File: config.mk
export PLATFORM = sky130hd
export DESIGN_NAME = rti_div
export DESIGN_NICKNAME = d
export VERILOG_FILES = /design/src/hdl/rti_pkg.sv /design/src/hdl/rti_div.sv
export SDC_FILE = /design/constraint.sdc
export NUM_CORES = 2
export LEC_CHECK = 0
export BUFFER_PORTS_ARGS = -buffer_cell sky130_fd_sc_hd__buf_2
export CAP_MARGIN = 20
export CORE_ASPECT_RATIO = 1.25
export CORE_UTILIZATION = 39
export DETAILED_ROUTE_END_ITERATION = 12
export GPL_TIMING_DRIVEN = 0
export PLACE_DENSITY = 0.63
export SYNTH_ARGS = -nofsm -noshare
export SYNTH_HDL_FRONTEND = slang
export SYNTH_SLANG_ARGS = --single-unit
File: constraint.sdc
create_clock -name clk -period 3.9 [get_ports clk]
set_input_delay 0.585 -clock clk [delete_from_list [all_inputs] [get_ports clk]]
set_output_delay 0.585 -clock clk [all_outputs]
set_load 0.02 [all_outputs]
File: src/hdl/rti_pkg.sv
`default_nettype none
// ============================================================================
// rti_pkg
// Shared widths, codes and types of the ray / triangle intersection pipeline.
// ============================================================================
package rti_pkg;

    localparam int FRAC_BITS = 10;

    // Q10.10 coordinate width and derived intermediate widths
    localparam int CW      = 21;
    localparam int G_W     = CW + 1;
    localparam int PRD_W   = 2 * CW;
    localparam int P_W     = PRD_W + 1 - FRAC_BITS;
    localparam int GPRD_W  = G_W + CW;
    localparam int Q_W     = GPRD_W + 1 - FRAC_BITS;
    localparam int EP_W    = CW + P_W;
    localparam int GP_W    = G_W + P_W;
    localparam int DQ_W    = CW + Q_W;
    localparam int DET_W   = EP_W + 2 - FRAC_BITS;
    localparam int UN_W    = GP_W + 2 - FRAC_BITS;
    localparam int VN_W    = DQ_W + 2 - FRAC_BITS;
    localparam int NEG_W   = UN_W + 1;
    localparam int TM_W    = VN_W;

    // Divider
    localparam int NUM_W   = 64;
    localparam int DEN_W   = DET_W;
    localparam int QUO_W   = CW;
    localparam int DIV_LAT = QUO_W + 1;

    // Barycentric / texture formats
    localparam int BW      = 17;
    localparam int ONE_FRAC = 16;
    localparam int TF_W    = 16;
    localparam int TEX_W   = 24;

    localparam logic signed [CW-1:0] SAT_MAX = {1'b0, {(CW-1){1'b1}}};
    localparam logic signed [CW-1:0] SAT_MIN = {1'b1, {(CW-1){1'b0}}};

    // Configuration register indexes
    localparam logic [2:0] CFG_CORNER = 3'd0;
    localparam logic [2:0] CFG_EDGE1  = 3'd1;
    localparam logic [2:0] CFG_EDGE2  = 3'd2;
    localparam logic [2:0] CFG_NORMAL = 3'd3;
    localparam logic [2:0] CFG_TEX0   = 3'd4;
    localparam logic [2:0] CFG_TEX1   = 3'd5;
    localparam logic [2:0] CFG_TEX2   = 3'd6;
    localparam logic [2:0] CFG_LIMIT  = 3'd7;

    // Outcome codes
    localparam logic [2:0] OUT_HIT      = 3'd0;
    localparam logic [2:0] OUT_BACK     = 3'd1;
    localparam logic [2:0] OUT_PARALLEL = 3'd2;
    localparam logic [2:0] OUT_U_OUT    = 3'd3;
    localparam logic [2:0] OUT_V_OUT    = 3'd4;

    typedef struct packed {
        logic signed [CW-1:0] ox;
        logic signed [CW-1:0] oy;
        logic signed [CW-1:0] oz;
        logic signed [CW-1:0] dx;
        logic signed [CW-1:0] dy;
        logic signed [CW-1:0] dz;
    } ray_t;

    typedef struct packed {
        logic [2:0] outcome;
        logic       tneg;
        ray_t       ray;
    } side_t;

endpackage
`default_nettype wire

File: src/hdl/rti_div.sv
`default_nettype none
// ============================================================================
// rti_div
// Pipelined restoring divider, one quotient bit per stage, with overflow flag.
// ============================================================================
module rti_div
(
    input  wire logic                       clk,
    input  wire logic [rti_pkg::NUM_W-1:0] num,
    input  wire logic [rti_pkg::DEN_W-1:0] den,
    output logic      [rti_pkg::QUO_W-1:0] quo,
    output logic                           ovf
);

    localparam int NW = rti_pkg::NUM_W;
    localparam int DW = rti_pkg::DEN_W;
    localparam int QW = rti_pkg::QUO_W;
    localparam int XW = DW + QW;

    logic [NW-1:0] rem_reg [QW+1];
    logic [DW-1:0] den_reg [QW+1];
    logic [QW-1:0] quo_reg [QW+1];
    logic          ovf_reg [QW+1];

    logic          ovf_next;

    // overflow when the quotient does not fit in QW bits
    assign ovf_next = XW'(num) >= {den, {QW{1'b0}}};

    always_ff @(posedge clk)
    begin
        rem_reg[0] <= num;
        den_reg[0] <= den;
        quo_reg[0] <= '0;
        ovf_reg[0] <= ovf_next;
    end

    for (genvar k = 0; k < QW; k++)
    begin : g_step
        localparam int SH = QW - 1 - k;
        logic [XW:0]   trial_next;

        assign trial_next = (XW+1)'(rem_reg[k]) - ((XW+1)'(den_reg[k]) << SH);

        always_ff @(posedge clk)
        begin
            if (!trial_next[XW])
            begin
                rem_reg[k+1] <= trial_next[NW-1:0];
            end
            else
            begin
                rem_reg[k+1] <= rem_reg[k];
            end
            quo_reg[k+1] <= {quo_reg[k][QW-2:0], ~trial_next[XW]};
            den_reg[k+1] <= den_reg[k];
            ovf_reg[k+1] <= ovf_reg[k];
        end
    end

    assign quo = quo_reg[QW];
    assign ovf = ovf_reg[QW];

endmodule
`default_nettype wire

==> run_results.csv <==
group,metric,value,unit
run_status,status,"complete, but fails checks",
run_status,failed_checks,"negative setup slack",
die,rows,227,
yosys,ys_seq_area_share,42.60,%
placement,placedCellCount,17722,
cts,ctsLongestPathBuffers,4,
min_path,hold_path_startpoint,"rem_reg[0][18]",
setup_path,worstPathCellList,"inv_2 -> ha_4 -> inv_2 -> fa_2 -> a21o_1 -> a221oi_4 -> a21oi_4 -> a211oi_4 -> buf_6 -> o31ai_4 -> o31ai_4 -> buf_6 -> nor4_4 -> nand3b_1 -> or3_4 -> buf_12 -> buf_12 -> buf_6 -> mux2_2",
setup_path,critPathRequiredTime,4.65,ns
cts,cts_sinks,2563,
detailed_routing,wl_per_cell,18.27,µm
setup_path,critical_path.startpoint,"rem_reg[0][398]",
timing,fin_crit_sh,100.6,%
pwr,intPower,0.07533,W
yosys,synth_area,120400,µm²
detailed_routing,drc,0,
setup_path,criticalPathCategory,"flip-flop to flip-flop",
layout,largest_reg_flops,1344,
die,fp.dieArea,311000,µm²
placement,placement.io_buffers,132,
yosys,synthDominantAreaCellType,"dfxtp_1",
die,core_area,306500,µm²
placement,dpl.hpwl,268200,µm
setup_path,crit_path_end_kind,"flip-flop",
grt,grt_usage,21.06,%
yosys,post_syn_instances,13563,
pwr,proportion_of_power_drawn_by_flip_flops_and_latches,30.2,%
layout,area_delta_synth_final,17.73,%
detailed_routing,avgViaCountPerCell,5.108,
layout,mostFrequentLayoutCell,"dfxtp_1",
yosys,ys_warn_count,0,
cts,cts_inserted_buffers,282,
die,initial_core_util,39.30,%
cts,cts_tree,"done",
setup_path,timing.critical_path.slowest_cell_delay,0.36,ns
grt,grt_max_degree,16,
yosys,synth-main-ff-cell,"dfxtp_1",
yosys,synth_area_per_cell,8.879,µm²
yosys,synth.area.top_cells,"dfxtp_1 (43%), ha_1 (10%), a21oi_1 (5.9%), xnor2_1 (3.9%), inv_1 (3.9%)",
cts,clk_latency,0.89,ns
die,top_level_ports,133,
timing,rsz0062_at_grt,"yes",
cts,clk_pin_slew,0.06,ns
timing,smallest_setup_slack_after_layout,-0.02284,ns
yosys,synth_fp_nets,14699,
timing,tightest_slew,0.9823,ns
yosys,ys_types,111,
pwr,power.combinational.fraction,47.6,%
timing,max_freq,0.2549,GHz
cts,htree_num_levels,5,
setup_path,startpoint_type,"flip-flop",
grt,initial_antenna_violation_count,11,
layout,nNetsFinal,15352,
timing,timing.final.hold_violations,0,
pwr,switching_power,0.04919,W
job,max-cap-violations,0,
detailed_routing,drt_pass1_iterations,6,
die,die_w,499.0,µm
placement,place_congestion,0.9602,
detailed_routing,postRouteAntennaNets,0,
setup_path,family_of_cells_with_the_greatest_summed_delay_on_the_critical_path,"compound AO/OA/AOI/OAI gates",
setup_path,timing.critical_path.arrival,4.67,ns
pwr,leakagePower,63.92,nW
detailed_routing,first_iter_violations,4679,
detailed_routing,routed-via-count,94527,
timing,report.final.slew_viol_count,0,
grt,grt.overflow.total,0,
yosys,synth-edff-count,0,
pwr,netSwitchingFraction,39.50,%
detailed_routing,postRouteWirelength,338000,µm
pwr,total_power,0.1245,W
pwr,ir_worst_vdd,0.3512,mV
yosys,asyncSetResetFlopFracSynth,0,%
grt,grt_pass1_vias,97893,
timing,setup_viol_count_final,3,
layout,drive_above_1_share,10.67,%
timing,clock_skew,0.06424,ns
timing,finalCriticalPeriod,3.923,ns
timing,fin_setup_tns,-0.03445,ns
setup_path,worstReg2RegStart,"rem_reg[0][398]",
grt,grt_first_pass_wirelength,516300,µm
setup_path,worst-path-buf-inv,7,
yosys,netlist.area_leader.share,42.60,%
setup_path,cp_common_cell,"buf_6",
setup_path,worst_path_max_delay_cell,"or3_4",
layout,final-instance-count-excl-fill,18504,
layout,mostFrequentLayoutCells,"dfxtp_1 (2,552), a21oi_1 (1,364), inv_1 (1,230)",
timing,slew_headroom,33.95,%
cts,clock_tree.root_cell,"clkbuf_16",
yosys,postSynthRegisterBits,2563,
min_path,hold_class,"flip-flop to flip-flop",
pwr,power_frac_clock,22.2,%
pwr,powerDensity,878.2,nW/µm²
setup_path,critPathMaxFanout,6,
die,die_y,623.3,µm
final cells by class:
cell class | instances | area (µm²)
multi-input cells | 9274 | 64980
clock inverters | 85 | 1292
diodes | 74 | 185.2
well taps | 4007 | 5014
inverters | 1249 | 4713
repair buffers | 389 | 3253
plain buffers | 457 | 2626
flip-flops and latches | 2563 | 51340
fillers | 29387 | 164700
clock buffers | 406 | 8373
cells in the mapped netlist (128+ instances only):
library cell,n
xnor2_1,536
nand4_1,191
a21oi_1,1418
o21ai_0,816
nand3_1,211
nand2_1,999
a21o_1,588
clkbuf_1,363
nor3_1,151
nand2b_1,147
inv_1,1242
o21bai_1,137
nor2b_1,133
o21a_1,128
ha_1,1005
xor2_1,419
nor2_1,1014
dfxtp_1,2563
power groups by stage:
stage,clock (W),combinational (W),sequential [W]
finish,0.0276,0.0593,0.0376
global route,0.0295,0.0656,0.0383
CTS,0.0284,0.0577,0.0376
detailed placement,0,0.0551,0.0381
global placement,0,0.0549,0.0380
floorplan,0,0.0427,0.0366
timing repair:
item | 4_1_cts | 5_1_grt
cloned | 6 | 4
hold buffers | 110 | 0
hold endpoints to repair | 110 | 0
resized for setup | 608 | 262
setup buffers | 81 | 40
pin swaps | 99 | 114
endpoints found under the setup margin | 1082 | 865
worst paths after layout:
kind / end / slack, ns / depth (start not counted)
worst min-delay path: rem_reg[0][82] / 0.31 / 0
worst max register to register: rem_reg[0][463] / -0.02 / 19
worst max-delay path: rem_reg[0][463] / -0.02 / 19
worst min register to register: rem_reg[0][82] / 0.31 / 0
per-stage QoR:
step                hold slack (ns)  util (%)  setup slack, ns  cell area (µm²)
CTS                          0.2917     45.74          -0.1227           140200
detailed placement           0.3121     41.22           -2.611           126300
finish                       0.3065     46.27         -0.02284           141800
global route                 0.3090     46.26          -0.1677           141800
global placement             0.3097     41.15           -10.07           126100
floorplan                    0.3096         -           0.3883           120400
per-layer routing:
layer	GRT usage [%]	wire length (µm)	vias up
li1	-	-	48330
met1	17.14	109100	43153
met2	42.70	184200	1929
met3	2.458	8822	1115
met4	19.66	35920	0
met5	0	0	-
cells by family after synthesis:
| kind of cell | Yosys count | share of synthesized area [%] |
|---|---|---|
| xor gates and xnor gates | 956 | 6.959 |
| DFF | 2563 | 42.60 |
| and+or+nand+nor | 3248 | 12.54 |
| AOI/OAI and AO/OA | 3899 | 20.18 |
| buffers and inverters | 1726 | 5.571 |
| adders and majority gates | 1025 | 10.77 |
| muxes | 146 | 1.379 |
worst register-to-register path, cell delays in order, from the launching register on:
cell and delay, ns:
dfxtp_2 0.33, inv_2 0.06, ha_4 0.13, inv_2 0.03, fa_2 0.33, a21o_1 0.23
a221oi_4 0.33, a21oi_4 0.15, a211oi_4 0.23, buf_6 0.16, o31ai_4 0.13, o31ai_4 0.25
buf_6 0.15, nor4_4 0.04, nand3b_1 0.19, or3_4 0.36, buf_12 0.16, buf_12 0.18
buf_6 0.11, mux2_2 0.25
(Power assumes the default switching activity.)
